<file path="src/rtl/tlo_pkg.sv">
// shared types, widths and command/status structs for the level-order leaf lister
package tlo_pkg;

    localparam int MAX_NODES = 16;
    localparam int NODE_W    = 4;
    localparam int CNT_W     = 5;

    typedef struct packed {
        logic              left_present;
        logic [NODE_W-1:0] left_index;
        logic              right_present;
        logic [NODE_W-1:0] right_index;
        logic              last_node;
        logic              empty_tree;
    } node_t;

    typedef struct packed {
        logic [NODE_W-1:0] leaf_index;
        logic              tree_empty;
        logic              last_leaf;
    } result_t;

    // child table entry: present flag and node number
    typedef struct packed {
        logic              present;
        logic [NODE_W-1:0] idx;
    } entry_t;

    typedef struct packed {
        logic load_node;
        logic emit_empty;
        logic scan_step;
        logic find_root;
        logic walk_step;
        logic walk_finish;
    } cmd_t;

    typedef struct packed {
        logic scan_last;
        logic queue_empty;
    } status_t;

endpackage

</file>
<file path="src/rtl/tlo_ctrl.sv">
// sequencer: load, child scan, root pick and breadth-first walk
module tlo_ctrl
    import tlo_pkg::*;
(
    input  logic    clk,
    input  logic    rst_n,
    input  logic    start,
    input  logic    last_node,
    input  logic    empty_tree,
    input  status_t status,
    output cmd_t    cmd,
    output logic    busy
);

    localparam logic [1:0] ST_IDLE = 2'd0;
    localparam logic [1:0] ST_SCAN = 2'd1;
    localparam logic [1:0] ST_ROOT = 2'd2;
    localparam logic [1:0] ST_WALK = 2'd3;

    logic [1:0] state_reg;
    logic [1:0] state_next;

    always_comb
    begin
        state_next = state_reg;
        cmd        = '0;
        unique case (state_reg)
            ST_IDLE:
            begin
                if (start)
                begin
                    if (empty_tree)
                    begin
                        cmd.emit_empty = 1'b1;
                    end
                    else
                    begin
                        cmd.load_node = 1'b1;
                        if (last_node)
                        begin
                            state_next = ST_SCAN;
                        end
                    end
                end
            end
            ST_SCAN:
            begin
                cmd.scan_step = 1'b1;
                if (status.scan_last)
                begin
                    state_next = ST_ROOT;
                end
            end
            ST_ROOT:
            begin
                cmd.find_root = 1'b1;
                state_next    = ST_WALK;
            end
            ST_WALK:
            begin
                if (status.queue_empty)
                begin
                    cmd.walk_finish = 1'b1;
                    state_next      = ST_IDLE;
                end
                else
                begin
                    cmd.walk_step = 1'b1;
                end
            end
            default:
            begin
                state_next = ST_IDLE;
            end
        endcase
    end

    always_ff @(posedge clk or negedge rst_n)
    begin
        if (!rst_n)
        begin
            state_reg <= ST_IDLE;
        end
        else
        begin
            state_reg <= state_next;
        end
    end

    assign busy = (state_reg != ST_IDLE);

endmodule

</file>
<file path="src/rtl/tlo_datapath.sv">
// child tables, seen map, walk queue, pending leaf and result register
module tlo_datapath
    import tlo_pkg::*;
(
    input  logic    clk,
    input  logic    rst_n,
    input  node_t   node,
    input  cmd_t    cmd,
    output status_t status,
    output result_t result,
    output logic    result_valid
);

    entry_t            left_tbl_reg  [MAX_NODES];
    entry_t            right_tbl_reg [MAX_NODES];
    logic [NODE_W-1:0] queue_reg     [MAX_NODES];

    logic [MAX_NODES-1:0] seen_reg, seen_next;
    logic [CNT_W-1:0]     count_reg, count_next;
    logic [NODE_W-1:0]    scan_idx_reg, scan_idx_next;
    logic [CNT_W-1:0]     head_reg, head_next;
    logic [CNT_W-1:0]     tail_reg, tail_next;
    logic                 pend_valid_reg, pend_valid_next;
    logic [NODE_W-1:0]    pend_idx_reg, pend_idx_next;
    logic                 res_valid_reg, res_valid_next;
    result_t              res_reg, res_next;

    logic              tbl_we;
    entry_t            new_left, new_right;
    logic              q_we0, q_we1;
    logic [NODE_W-1:0] q_addr0, q_addr1, q_data0, q_data1;

    logic [NODE_W-1:0]    cur_n;
    entry_t               scan_l, scan_r, walk_l, walk_r;
    logic                 has_l, has_r;
    logic [CNT_W-1:0]     tail_mid;
    logic [MAX_NODES-1:0] avail;
    logic [NODE_W-1:0]    root;

    // a child counts only if present and already loaded
    function automatic logic child_ok(entry_t e, logic [CNT_W-1:0] cnt);
        child_ok = e.present && ({1'b0, e.idx} < cnt);
    endfunction

    assign cur_n  = queue_reg[head_reg[NODE_W-1:0]];
    assign scan_l = left_tbl_reg[scan_idx_reg];
    assign scan_r = right_tbl_reg[scan_idx_reg];
    assign walk_l = left_tbl_reg[cur_n];
    assign walk_r = right_tbl_reg[cur_n];
    assign has_l  = child_ok(walk_l, count_reg);
    assign has_r  = child_ok(walk_r, count_reg);

    assign status.scan_last   = ({1'b0, scan_idx_reg} == (count_reg - CNT_W'(1)));
    assign status.queue_empty = (head_reg == tail_reg);

    assign new_left  = '{present: node.left_present,  idx: node.left_index};
    assign new_right = '{present: node.right_present, idx: node.right_index};

    // lowest loaded node not named as a child, node 0 if none
    always_comb
    begin
        for (int k = 0; k < MAX_NODES; k++)
        begin
            avail[k] = !seen_reg[k] && (CNT_W'(k) < count_reg);
        end
        root = '0;
        for (int k = MAX_NODES - 1; k >= 0; k--)
        begin
            if (avail[k])
            begin
                root = NODE_W'(k);
            end
        end
    end

    always_comb
    begin
        seen_next       = seen_reg;
        count_next      = count_reg;
        scan_idx_next   = scan_idx_reg;
        head_next       = head_reg;
        tail_next       = tail_reg;
        pend_valid_next = pend_valid_reg;
        pend_idx_next   = pend_idx_reg;
        res_valid_next  = 1'b0;
        res_next        = res_reg;
        tbl_we          = 1'b0;
        q_we0           = 1'b0;
        q_we1           = 1'b0;
        q_addr0         = tail_reg[NODE_W-1:0];
        q_data0         = walk_l.idx;
        tail_mid        = tail_reg;
        q_addr1         = tail_reg[NODE_W-1:0];
        q_data1         = walk_r.idx;

        if (cmd.load_node)
        begin
            if (count_reg != CNT_W'(MAX_NODES))
            begin
                tbl_we     = 1'b1;
                count_next = count_reg + CNT_W'(1);
            end
        end

        if (cmd.scan_step)
        begin
            if (child_ok(scan_l, count_reg))
            begin
                seen_next[scan_l.idx] = 1'b1;
            end
            if (child_ok(scan_r, count_reg))
            begin
                seen_next[scan_r.idx] = 1'b1;
            end
            scan_idx_next = scan_idx_reg + NODE_W'(1);
        end

        if (cmd.find_root)
        begin
            q_we0     = 1'b1;
            q_addr0   = '0;
            q_data0   = root;
            head_next = '0;
            tail_next = CNT_W'(1);
        end

        if (cmd.walk_step)
        begin
            head_next = head_reg + CNT_W'(1);
            if (!has_l && !has_r)
            begin
                if (pend_valid_reg)
                begin
                    res_valid_next = 1'b1;
                    res_next       = '{leaf_index: pend_idx_reg, tree_empty: 1'b0,
                                       last_leaf: 1'b0};
                end
                pend_valid_next = 1'b1;
                pend_idx_next   = cur_n;
            end
            // up to two pushes, each dropped once the queue is full
            if (has_l && (tail_reg != CNT_W'(MAX_NODES)))
            begin
                q_we0    = 1'b1;
                tail_mid = tail_reg + CNT_W'(1);
            end
            q_addr1 = tail_mid[NODE_W-1:0];
            if (has_r && (tail_mid != CNT_W'(MAX_NODES)))
            begin
                q_we1     = 1'b1;
                tail_next = tail_mid + CNT_W'(1);
            end
            else
            begin
                tail_next = tail_mid;
            end
        end

        if (cmd.walk_finish)
        begin
            if (pend_valid_reg)
            begin
                res_valid_next = 1'b1;
                res_next       = '{leaf_index: pend_idx_reg, tree_empty: 1'b0,
                                   last_leaf: 1'b1};
            end
        end

        if (cmd.emit_empty)
        begin
            res_valid_next = 1'b1;
            res_next       = '{leaf_index: '0, tree_empty: 1'b1, last_leaf: 1'b1};
        end

        if (cmd.walk_finish || cmd.emit_empty)
        begin
            seen_next       = '0;
            count_next      = '0;
            scan_idx_next   = '0;
            head_next       = '0;
            tail_next       = '0;
            pend_valid_next = 1'b0;
        end
    end

    always_ff @(posedge clk or negedge rst_n)
    begin
        if (!rst_n)
        begin
            seen_reg       <= '0;
            count_reg      <= '0;
            scan_idx_reg   <= '0;
            head_reg       <= '0;
            tail_reg       <= '0;
            pend_valid_reg <= 1'b0;
            res_valid_reg  <= 1'b0;
        end
        else
        begin
            seen_reg       <= seen_next;
            count_reg      <= count_next;
            scan_idx_reg   <= scan_idx_next;
            head_reg       <= head_next;
            tail_reg       <= tail_next;
            pend_valid_reg <= pend_valid_next;
            res_valid_reg  <= res_valid_next;
        end
    end

    always_ff @(posedge clk)
    begin
        pend_idx_reg <= pend_idx_next;
        res_reg      <= res_next;
        if (tbl_we)
        begin
            left_tbl_reg[count_reg[NODE_W-1:0]]  <= new_left;
            right_tbl_reg[count_reg[NODE_W-1:0]] <= new_right;
        end
        if (q_we0)
        begin
            queue_reg[q_addr0] <= q_data0;
        end
        if (q_we1)
        begin
            queue_reg[q_addr1] <= q_data1;
        end
    end

    assign result       = res_reg;
    assign result_valid = res_valid_reg;

endmodule

</file>
<file path="src/rtl/tree_leaves_level_order.sv">
// top level of the breadth-first leaf lister
// Nodes are transferred one per cycle while busy is low, numbered from 0 in
// arrival order; up to 16 are kept and later ones are dropped. The node with
// last_node set starts the walk and raises busy: the block first scans the
// child tables, then picks the root, then dequeues the nodes of the
// breadth-first walk in turn and ends with one closing step. A well-formed
// tree dequeues each node once; malformed links can queue up to 16 nodes.
// The scan and the walk each handle one table entry per cycle. Leaves come out
// in level order, left to right, each on result for exactly one cycle with
// result_valid high; the receiver cannot stall, so it must take every
// transfer as it appears. last_leaf marks the final leaf of a tree. A node
// transfer with empty_tree set yields one marker (tree_empty and last_leaf
// high, leaf_index zero) in the next cycle and busy never rises.
module tree_leaves_level_order
    import tlo_pkg::*;
(
    input  logic    clk,
    input  logic    rst_n,
    input  logic    start,
    output logic    busy,
    input  node_t   node,
    output result_t result,
    output logic    result_valid
);

    cmd_t    cmd;
    status_t status;

    // sequencer decides each cycle's single operation
    tlo_ctrl u_ctrl (
        .clk        (clk),
        .rst_n      (rst_n),
        .start      (start),
        .last_node  (node.last_node),
        .empty_tree (node.empty_tree),
        .status     (status),
        .cmd        (cmd),
        .busy       (busy)
    );

    // tables, queue and the one-deep pending leaf that lets last_leaf be known
    tlo_datapath u_datapath (
        .clk          (clk),
        .rst_n        (rst_n),
        .node         (node),
        .cmd          (cmd),
        .status       (status),
        .result       (result),
        .result_valid (result_valid)
    );

endmodule

</file>
<file path="config.mk">
export PLATFORM = sky130hd
export DESIGN_NAME = tree_leaves_level_order
export DESIGN_NICKNAME = d
export VERILOG_FILES = /design/src/rtl/tlo_pkg.sv /design/src/rtl/tlo_ctrl.sv /design/src/rtl/tlo_datapath.sv /design/src/rtl/tree_leaves_level_order.sv
export SDC_FILE = /design/constraint.sdc
export NUM_CORES = 1
export LEC_CHECK = 0
export ABC_AREA = 1
export ABC_CLOCK_PERIOD_IN_PS = 5700
export BUFFER_PORTS_ARGS = -buffer_cell sky130_fd_sc_hd__buf_2
export CORE_ASPECT_RATIO = 0.9
export CORE_MARGIN = 2
export CORE_UTILIZATION = 25
export CTS_CLUSTER_SIZE = 25
export DETAILED_ROUTE_END_ITERATION = 16
export PLACE_DENSITY = 0.4
export RECOVER_POWER = 50
export SYNTH_ARGS = -nofsm -noshare
export SYNTH_HDL_FRONTEND = slang
export SYNTH_SLANG_ARGS = --single-unit
</file>
<file path="constraint.sdc">
create_clock -name clk -period 5.7 [get_ports clk]
set_clock_uncertainty 0.2 [all_clocks]
set_input_delay 0.285 -clock clk [delete_from_list [all_inputs] [get_ports clk]]
set_output_delay 0.285 -clock clk [all_outputs]
set_load 0.02 [all_outputs]
</file>
Yosys cells after proc, flatten, opt, wreduce, memory -nomap -nowiden
Memory sizes are Yosys's and may differ from the RTL's.
Cells that the tools add are included.
{"block": "totals", "ramBits": 224, "reg_bits": 49, "word_cells": 200, "n_memories": 3, "out_inout_bits": 8, "input_bits": 15}
{"name": "u_datapath.left_tbl_reg", "depth": 16, "width": 5, "rd": 2, "rd_ports_with_merged_regs": 0, "wr": 1, "line": "tlo_datapath.sv:14", "rtl": "entry_t left_tbl_reg [MAX_NODES];"}
{"name": "u_datapath.right_tbl_reg", "depth": 16, "width": 5, "rd": 2, "rd_ports_with_merged_regs": 0, "wr": 1, "line": "tlo_datapath.sv:15", "rtl": "entry_t right_tbl_reg [MAX_NODES];"}
{"name": "u_datapath.queue_reg", "depth": 16, "width": 4, "rd": 1, "rd_ports_with_merged_regs": 0, "wr": 2, "line": "tlo_datapath.sv:16", "rtl": "logic [NODE_W-1:0] queue_reg [MAX_NODES];"}
{"block": "op_classes", "muxes": 84, "add_sub_neg": 6, "eq_ne": 13, "n_bitwise": 2, "reduce_logical": 56, "order_cmp": 24}
{"op": "$mux 4", "n": 21}
{"op": "$mux 16", "n": 5}
{"op": "$mux 5", "n": 12}
{"op": "$lt 4x5->1 const A", "n": 8}
{"op": "$or 16x16->16", "n": 2}
{"op": "$mux 1", "n": 30}
{"op": "$mux 6", "n": 5}
{"op": "$logic_and 1x1->1", "n": 25}
{"op": "$add 5x1->5 const B", "n": 4}
{"op": "$lt 3x5->1 const A", "n": 4}
{"op": "$lt 4x5->1", "n": 4}
{"op": "$logic_not 1->1", "n": 18}
{"op": "$mux 2", "n": 8}
{"op": "$ne 5x5->1 const B", "n": 3}
{"op": "$reduce_bool 2->1", "n": 6}
{"op": "$lt 1x5->1 const A", "n": 2}
{"op": "$lt 2x5->1 const A", "n": 2}
{"op": "$lt 4x5->1 const B", "n": 2}
{"op": "$ne 2x2->1 const B", "n": 5}
{"op": "$demux 1 s4", "n": 2}
{"op": "$ge 4x1->1 const B", "n": 2}
{"op": "$pmux 2 s4", "n": 1}
{"op": "$reduce_and 2->1", "n": 3}
{"op": "$eq 4x5->1", "n": 1}
{"op": "other kinds (9)", "n": 10}

Logic depth before layout (Yosys ltp)
Gate-level depths: netlist of run 1.
{"block": "depth", "depth_word": 19, "ltp_mapped": 35, "mapped_depth_nobuf": 30}

Cells and area by module
Synthesis of run 1 repeated with hierarchy kept, for this count alone.
{"block": "unflattened", "cells_unflattened": 1875, "area_unflattened_um2": 16199.3}
{"mod": "tlo_datapath", "cells_each": 1843, "n_inst": 1, "area_each_um2": 15977.8, "seq_area_each_um2": 7892.6}
{"mod": "tlo_ctrl", "cells_each": 32, "n_inst": 1, "area_each_um2": 221.5, "seq_area_each_um2": 50.0}

Worst setup path after synthesis of run 1
OpenSTA, ideal clock, no wires.
{"block": "synth_timing", "kind": "register -> register", "start": "register u_datapath.head_reg[0]", "end": "memory u_datapath.queue_reg[3][0] (enable)", "path_stages_with_launch": 32, "t_arrival_ns": 3.869, "synth_period_minus_slack_ns": 4.404, "slack_ns": 1.296, "setup_ns": 0.335, "path_buffers": 6, "t_required_ns": 5.165, "cell_sequence": "dfrtp_1 -> buf_6 -> inv_4 -> buf_6 -> nand2_1 -> nand3_1 -> nand3_2 -> nand3_4 -> nand2_4 -> inv_2 -> buf_6 -> buf_4 -> buf_2 -> nand2_1 -> a32o_1 -> o211ai_1 -> nand2_1 -> inv_1 -> ha_1 -> a21o_1 -> a22oi_1 -> nand2_1 -> nor2_4 -> buf_4 -> nand2_1 -> nand2_1 -> nand3_1 -> nand2_1 -> nand2_2 -> nor2_4 -> nand3_4 -> o21ai_1"}
{"element": "from (decl)", "line": "tlo_datapath.sv:21", "rtl": "logic [CNT_W-1:0] head_reg, head_next;"}
{"element": "from (signal assigned)", "line": "tlo_datapath.sv:203", "rtl": "head_reg <= head_next;"}
{"element": "to (decl)", "line": "tlo_datapath.sv:16"}

==> impl_results.md, run 1 <==
- Adder-cell share of the synthesized area: 2.11%
- Setup violation total in the final timing report: 0
- Via count of the first global-routing pass: 13400
- # diodes: 0
- Minimum setup slack among reg-to-reg paths: 0.51 ns
- Cell family with the largest share of critical-path delay: simple AND/OR/NAND/NOR gates
- Share of layout cells above drive strength 1: 9.02%
- Main combinational cell family by area after synthesis: simple AND/OR/NAND/NOR gates
- Violations in the final reports: max-capacitance violations, max-slew violations
- Hold crit path type: in -> reg
- Total CTS buffers: 36
- Minimum hold slack: 0.0331 ns
- Antenna violations before repair: 1
- CTS root buffer: sky130_fd_sc_hd__clkbuf_16
- Endpoint type of the worst setup path: flop
- Global-route wire length before repair: 87.4 mm
- Worst reg2reg endpoint: u_datapath.queue_reg[6][0]
- Status: finished, violations left
- Fraction of synthesized cell area in xor and xnor cells: 0.710%
- Simple-gate portion of the synthesized area: 26.8%
- Via/cell ratio: 5.06
- Count of placed standard cells including taps: 2665
- Deepest level of the CTS H-tree: 2
- Number of distinct library cells after synthesis: 56
- Clock latency at the later pin of the worst-skew pair: 0.58 ns
- Final max-slew violation count: 40
- Number of optimization iterations in the first detailed-route pass: 8
- Critical Path Start Type: flop
- Count of endpoints failing hold in the final timing report: 0
- Maximum buffer depth of the clock tree: 3
- Overall overflow remaining after global route: 0
- Count of flip-flops with a built-in enable after synthesis: 228
- Sequential area share after synthesis: 49.5%
- Crit path capture: u_datapath.queue_reg[6][0]
- CTS clock-pin slew for the worst setup and hold paths: 0.06 ns
- Reg2Reg Launch Point: u_datapath.head_reg[1]
- Detailed-routing wirelength on met1: 27.7 mm
- Cell breakdown of the critical path: inv_2 > nand3_1 > nand3_1 > nand3_1 > nand2_2 > buf_4 > a21oi_1 > a32o_1 > o211ai_1 > nand2_1 > inv_1 > ha_1 > a21o_1 > a22oi_1 > nand2_1 > nor2_4 > nand3_2 > nand2_1 > nand3_1 > nand2_1 > nand2_2 > nor2_4 > nand3_4 > nand2_1
- Sum of negative setup slack: 0 ns
- Number of warnings printed during yosys synthesis: 0
- Post-synth top cells: 457 x sky130_fd_sc_hd__nand2_1, 228 x sky130_fd_sc_hd__edfxtp_1, 163 x sky130_fd_sc_hd__nand3_1, 149 x sky130_fd_sc_hd__inv_1, 128 x sky130_fd_sc_hd__o21ai_0
- CP max-delay cell: sky130_fd_sc_hd__dfrtp_1
- Max incr delay on CP: 0.39 ns
- Number of DRC violations after detailed routing: 0
- Die Area: 0.0662 mm^2
- Largest net degree at the start of global routing: 65
- Hold Path Depth: 5
- Number of I/O pins: 23
- Number of buffer and inverter instances along the worst setup path: 3
- Post-synthesis cell count: 1844
- Final WL: 58.1 mm
- Starting DRT DRC Count: 1314
- Final net count: 1902
- Site row count: 88
- Share of the synthesized area in compound gates (AO/OA/AOI/OAI): 13.4%
- Hpwl dp: 38.3 mm
- Critical path class: reg -> reg
- Share of synthesized area spent on multiplexers: 0%
- Critical path required time: 5.74 ns
- Topmost layer with routed signal wires: met4
- Post-synth top area share: 42.7%
- Dominant cell type by area after synthesis: sky130_fd_sc_hd__edfxtp_1
- Syn_nets: 1886
- Buffers added on ports: 22
- Number of cells on the critical path: 24
- Critical Path Most Common Cell: sky130_fd_sc_hd__nand2_1
- Clk sinks: 273
- Floorplan die height: 244 um
- Slew Limit Headroom: -67.2%
- Post-DRT Antenna Nets: 0
- Summed instance area of the synthesized netlist: 0.0160 mm^2
- TritonCTS clock tree: yes
- Leading register cell type out of synthesis: sky130_fd_sc_hd__edfxtp_1
- Biggest fanout along the worst timing path: 20
- Wire length on met3: 3.67 mm
- Peak Freq: 193 MHz
- Effective utilization at floorplan: 25.2%
- Gr usage total: 17.5%
- Area of the placeable core: 0.0638 mm^2
- Post-synthesis average cell area: 8.70 um^2
- Share of the cycle needed by the critical path after routing: 91.1%
- Reg2reg path depth: 24
- RSZ-0062 raised after global routing: false
- Syn-to-layout area delta: 13.9%
- Die Span X: 271 um
- Actual slew at the worst max-slew pin: 2.51 ns
- Non-filler instance count after layout: 2740
- Number of max-capacitance violations reported: 1
- Most frequent cell after synthesis: sky130_fd_sc_hd__nand2_1
- Routability cong.: 0.877
- Minimum period implied by the final worst setup slack: 5.19 ns
- Critical path arrival: 5.24 ns
- Routed wire length on met2: 25.6 mm
- Startpoint of the most critical setup path: u_datapath.head_reg[1]
- Post-DR wirelength/cell: 21.2 um
- Proportion of synthesized flip-flops having asynchronous set or reset: 14.3%
- Most area-consuming cells after synthesis: sky130_fd_sc_hd__edfxtp_1 43%, sky130_fd_sc_hd__nand2_1 11%, sky130_fd_sc_hd__dfrtp_1 6.1%
- Vias after detailed routing: 13900
- Yosys reg bits: 273
-- area by class of cell --
cell class,instances,area (um^2)
clock buffer,46,958
clock inverter,17,134
fill,6756,45500
inverter,160,609
multi-input combinational,1294,6900
sequential,273,7950
tap,855,1070
timing repair buffer,95,667
-- timing repair --
| item | 4_1_cts | 5_1_grt |
|---|---|---|
| gates resized for setup | 0 | 9 |
| setup endpoints to repair | 0 | 128 |
| setup buffers | 0 | 0 |
| hold endpoints to repair | 201 | 0 |
| hold buffers | 12 | 0 |
-- logic make-up after synthesis --
family	Yosys count
and+or+nand+nor	896
AOI/OAI and AO/OA	358
buffers and inverters	277
DFF	273
adders and majority gates	27
xor gates and xnor gates	13
-- layout by cell type, fill, tap and decap left out, types with 4 or more instances in the layout --
cell | synthesis | routed
sky130_fd_sc_hd__a32o_1 | 9 | 9
sky130_fd_sc_hd__a221oi_1 | 6 | 6
sky130_fd_sc_hd__xor2_1 | 9 | 9
sky130_fd_sc_hd__nor2_1 | 110 | 110
sky130_fd_sc_hd__clkbuf_16 | 0 | 36
sky130_fd_sc_hd__o211ai_1 | 49 | 49
sky130_fd_sc_hd__inv_1 | 149 | 148
sky130_fd_sc_hd__buf_2 | 34 | 4
sky130_fd_sc_hd__nand3b_1 | 7 | 7
sky130_fd_sc_hd__a22oi_1 | 7 | 7
sky130_fd_sc_hd__ha_1 | 27 | 27
sky130_fd_sc_hd__o221ai_1 | 16 | 16
sky130_fd_sc_hd__buf_12 | 1 | 4
sky130_fd_sc_hd__nand3_2 | 6 | 6
sky130_fd_sc_hd__a21oi_1 | 86 | 86
sky130_fd_sc_hd__clkbuf_1 | 53 | 39
sky130_fd_sc_hd__clkinv_1 | 5 | 12
sky130_fd_sc_hd__nor2_4 | 19 | 19
sky130_fd_sc_hd__clkinv_2 | 0 | 7
sky130_fd_sc_hd__nand3_1 | 163 | 163
sky130_fd_sc_hd__xnor2_1 | 4 | 4
sky130_fd_sc_hd__edfxtp_1 | 228 | 228
sky130_fd_sc_hd__dfrtp_1 | 39 | 38
sky130_fd_sc_hd__nand4_1 | 80 | 80
sky130_fd_sc_hd__dlygate4sd3_1 | 0 | 12
sky130_fd_sc_hd__nand2_1 | 457 | 457
sky130_fd_sc_hd__o21ai_1 | 11 | 10
sky130_fd_sc_hd__buf_4 | 12 | 44
sky130_fd_sc_hd__nand3_4 | 16 | 16
sky130_fd_sc_hd__nand2_2 | 15 | 15
sky130_fd_sc_hd__dfxtp_1 | 6 | 6
sky130_fd_sc_hd__o22ai_1 | 28 | 28
sky130_fd_sc_hd__o21ai_0 | 128 | 128
sky130_fd_sc_hd__nor3_1 | 13 | 13
-- metrics by stage --
step           worst slack [ns]  area, um^2  utilization [%]
2_1_floorplan              1.30       16000                -
3_3_place_gp              0.391       17100             26.9
3_5_place_dp              0.273       17100             26.9
4_1_cts                   0.238       18300             28.8
5_1_grt                  0.0410       18300             28.7
6_report                  0.507       18300             28.7
-- worst min-delay path, delay by kind of cell --
kind,cells,cell delay (ns)
AOI/OAI and AO/OA,1,0.12
and+or+nand+nor,2,0.19
buffers and inverters,2,0.14
-- worst min path at each step --
| stage | start | end |
|---|---|---|
| floorplan | rst_n | u_ctrl.state_reg[0] |
| global placement | rst_n | u_datapath.result_valid |
| detailed placement | rst_n | u_datapath.result_valid |
| CTS | node[0] | u_datapath.count_reg[1] |
| global route | node[0] | u_datapath.count_reg[1] |
| finish | node[0] | u_datapath.count_reg[1] |
-- per-layer routing --
layer  vias to the layer above  GRT usage (%)
li1                       6525              -
met5                         -              0
met3                        86           2.58
met2                       497           26.8
met1                      6762           25.5
met4                         0           5.00
Power of run 1 is not shown: default switching activity piles up to over one toggle a cycle in this logic, so the estimate is an artifact.
==> run 2: changes to the inputs <==
Settings changed: CELL_PAD_IN_SITES_DETAIL_PLACEMENT set to 1, CELL_PAD_IN_SITES_GLOBAL_PLACEMENT set to 1, PLACE_DENSITY 0.4 to 0.47, SETUP_SLACK_MARGIN set to 0.5, SKIP_LAST_GASP set to 1.
==> run 2 against run 1 <==
Effect of this change:
- worst setup slack worse by 0.0017 ns
- global-route usage is 2.0 points higher
- critical path type unchanged
- die area stayed put
- routed wire length is 15% higher
- via count is 2.8% higher
- register-to-register slack hardly changed
- non-clock buffer count is 64 higher
- cell area is 7.8% higher
- the run still ends with max-capacitance violations, max-slew violations left
==> impl_results.md, run 2 (synthesis results as in run 1) <==
- Critical path required time: 5.77 ns (+0.03 ns)
- Effective utilization at floorplan: 25.2% (unchanged)
- Sum of negative setup slack: 0 ns (unchanged)
- Actual slew at the worst max-slew pin: 2.81 ns (+0.302 ns)
- Number of fillers in the final layout: 7353 (+8.8%)
- Share of the cycle needed by the critical path after routing: 91.1% (about the same)
- Global-route wire length before repair: 97.0 mm (+11%)
- Violations in the final reports: max-capacitance violations, max-slew violations
- Via/cell ratio: 5.08 (+0.30%)
- Cell family with the largest share of critical-path delay: simple AND/OR/NAND/NOR gates
- Antenna violations before repair: 1 (unchanged)
- Area of the placeable core: 0.0638 mm^2 (unchanged)
- Biggest fanout along the worst timing path: 7 (-65%)
- Hold crit path type: in -> reg
- Die Span X: 271 um (unchanged)
- Post-DR wirelength/cell: 23.7 um (+12%)
- Clk sinks: 273 (unchanged)
- Status: finished, violations left
- Number of I/O pins: 23 (unchanged)
- CTS root buffer: sky130_fd_sc_hd__clkbuf_16
- Final net count: 1968 (+3.5%)
- Deepest level of the CTS H-tree: 2 (unchanged)
- Post-DRT Antenna Nets: 0 (unchanged)
- Total CTS buffers: 36 (unchanged)
- Count of endpoints failing hold in the final timing report: 0 (unchanged)
- Sequential cell area: 0.00795 mm^2 (about the same)
- Max incr delay on CP: 0.58 ns (+0.19 ns)
- Number of optimization iterations in the first detailed-route pass: 6 (-2)
- Overall overflow remaining after global route: 0 (unchanged)
- Critical path arrival: 5.26 ns (+0.02 ns)
- Via count of the first global-routing pass: 14500 (+7.9%)
- Commonest non-fill, non-tap cells in the layout: 405 x sky130_fd_sc_hd__nand2_1, 228 x sky130_fd_sc_hd__edfxtp_1, 156 x sky130_fd_sc_hd__nand3_1
- Setup violation total in the final timing report: 0 (unchanged)
- Die Area: 0.0662 mm^2 (unchanged)
- Number of buffer and inverter instances along the worst setup path: 9 (+6)
- RSZ-0062 raised after global routing: true
- Endpoint type of the worst setup path: flop
- Number of max-capacitance violations reported: 1 (unchanged)
- Minimum period implied by the final worst setup slack: 5.19 ns (+0.00169 ns)
- Syn-to-layout area delta: 22.9%
- Final max-slew violation count: 40 (unchanged)
- Final WL: 66.7 mm (+15%)
- TritonCTS clock tree: yes
- Maximum buffer depth of the clock tree: 3 (unchanged)
- Site row count: 88 (unchanged)
- Gr usage total: 19.6% (+2.0 points)
- Floorplan die height: 244 um (unchanged)
- Vias after detailed routing: 14300 (+2.8%)
- Slew Limit Headroom: -87.3% (-20 points)
- Starting DRT DRC Count: 749 (-43%)
- # diodes: 0 (unchanged)
- Critical path class: reg -> reg
- Routability cong.: 0.836 (-4.7%)
- Multi-input gate area in the final layout: 0.00732 mm^2 (+6.2%)
- CTS clock-pin slew for the worst setup and hold paths: 0.06 ns (about the same)
- Clock latency at the later pin of the worst-skew pair: 0.58 ns (about the same)
- Critical Path Start Type: flop
- Peak Freq: 193 MHz (about the same)
- Share of layout cells above drive strength 1: 16.1% (+7.1 points)
- Number of DRC violations after detailed routing: 0 (unchanged)
- Buffers added on ports: 22 (unchanged)
- Largest net degree at the start of global routing: 73 (+12%)
- CP max-delay cell: sky130_fd_sc_hd__dfrtp_4
- Most frequent standard cell in the layout excluding fill and tap cells: sky130_fd_sc_hd__nand2_1
- Hpwl dp: 43.1 mm (+12%)
-- run 2: cell count changes in the layout (fill, tap and decap cells not counted), moves of 5 or more --
| cell | previous run | this run |
|---|---|---|
| sky130_fd_sc_hd__nand2_1 | 457 | 405 |
| sky130_fd_sc_hd__nand2_2 | 15 | 48 |
| sky130_fd_sc_hd__buf_4 | 44 | 76 |
| sky130_fd_sc_hd__nand2_4 | 1 | 19 |
| sky130_fd_sc_hd__clkbuf_16 | 36 | 47 |
| sky130_fd_sc_hd__buf_12 | 4 | 14 |
| sky130_fd_sc_hd__buf_6 | 0 | 9 |
| sky130_fd_sc_hd__nand3_1 | 163 | 156 |
| sky130_fd_sc_hd__nand3_4 | 16 | 22 |
| sky130_fd_sc_hd__clkbuf_1 | 39 | 44 |
| sky130_fd_sc_hd__clkinv_1 | 12 | 7 |
-- run 2: metrics by stage --
stage / area [um^2] / std cells / worst slack (ns) / hold slack, ns / util, %
after CTS: 18700 / 2762 / 0.501 / 0.0384 / 29.3
final: 19700 / 2809 / 0.506 / 0.0627 / 30.9
after detailed placement: 17200 / 2676 / 0.0739 / 0.234 / 27.0
after global routing: 19700 / 2809 / 0.331 / 0.122 / 30.9
after floorplan: 16000 / 1844 / 1.30 / -0.211 / -
after global placement: 17200 / 2676 / 0.100 / 0.232 / 27.0
-- run 2: area by class of cell --
| type | instances | share of cell area (%) |
|---|---|---|
| inverters | 160 | 3.21 |
| multi-input cells | 1295 | 37.1 |
| flip-flops and latches | 273 | 40.3 |
| repair inverters | 1 | 0.0317 |
| repair buffers | 159 | 7.96 |
| well taps | 855 | 5.43 |
| clock inverters | 12 | 0.838 |
| clock buffers | 54 | 5.06 |
-- run 2: timing repair --
item	4_1_cts	5_1_grt
setup endpoints to repair	128	136
gates cloned	4	13
hold buffers	13	0
pin swaps	1	32
endpoints found under the hold margin	201	0
resized for setup	16	130
buffers inserted	3	34
-- run 2: worst paths after layout --
path	start	endpoint	slack [ns]	cells past startpoint
min reg2reg	flop	flop	0.25	2
max	u_datapath.head_reg[0]	u_datapath.queue_reg[3][1]	0.51	28
min	node[0]	u_datapath.count_reg[0]	0.06	6
min in group asynchronous	rst_n	u_datapath.head_reg[0]	1.04	3
max reg2reg	u_datapath.head_reg[0]	u_datapath.queue_reg[3][1]	0.51	28
max in group asynchronous	rst_n	u_datapath.scan_idx_reg[0]	2.27	3
-- run 2: per-layer routing --
layer | GRT usage, % | vias up | routed length [um]
li1 | - | 6638 | -
met1 | 28.4 | 7261 | 33300
met2 | 31.0 | 283 | 29500
met3 | 2.32 | 78 | 2670
met4 | 4.66 | 2 | 1220
met5 | 0 | - | 14
-- run 2: tightest hold or removal path, cell delays in order --
cell                      delay [ns]
sky130_fd_sc_hd__buf_2          0.09
sky130_fd_sc_hd__inv_1          0.04
sky130_fd_sc_hd__nand4_1        0.10
sky130_fd_sc_hd__inv_1          0.12
sky130_fd_sc_hd__nand2_1        0.09
sky130_fd_sc_hd__a21oi_1        0.06
Power of run 2 is left out for the same reason.
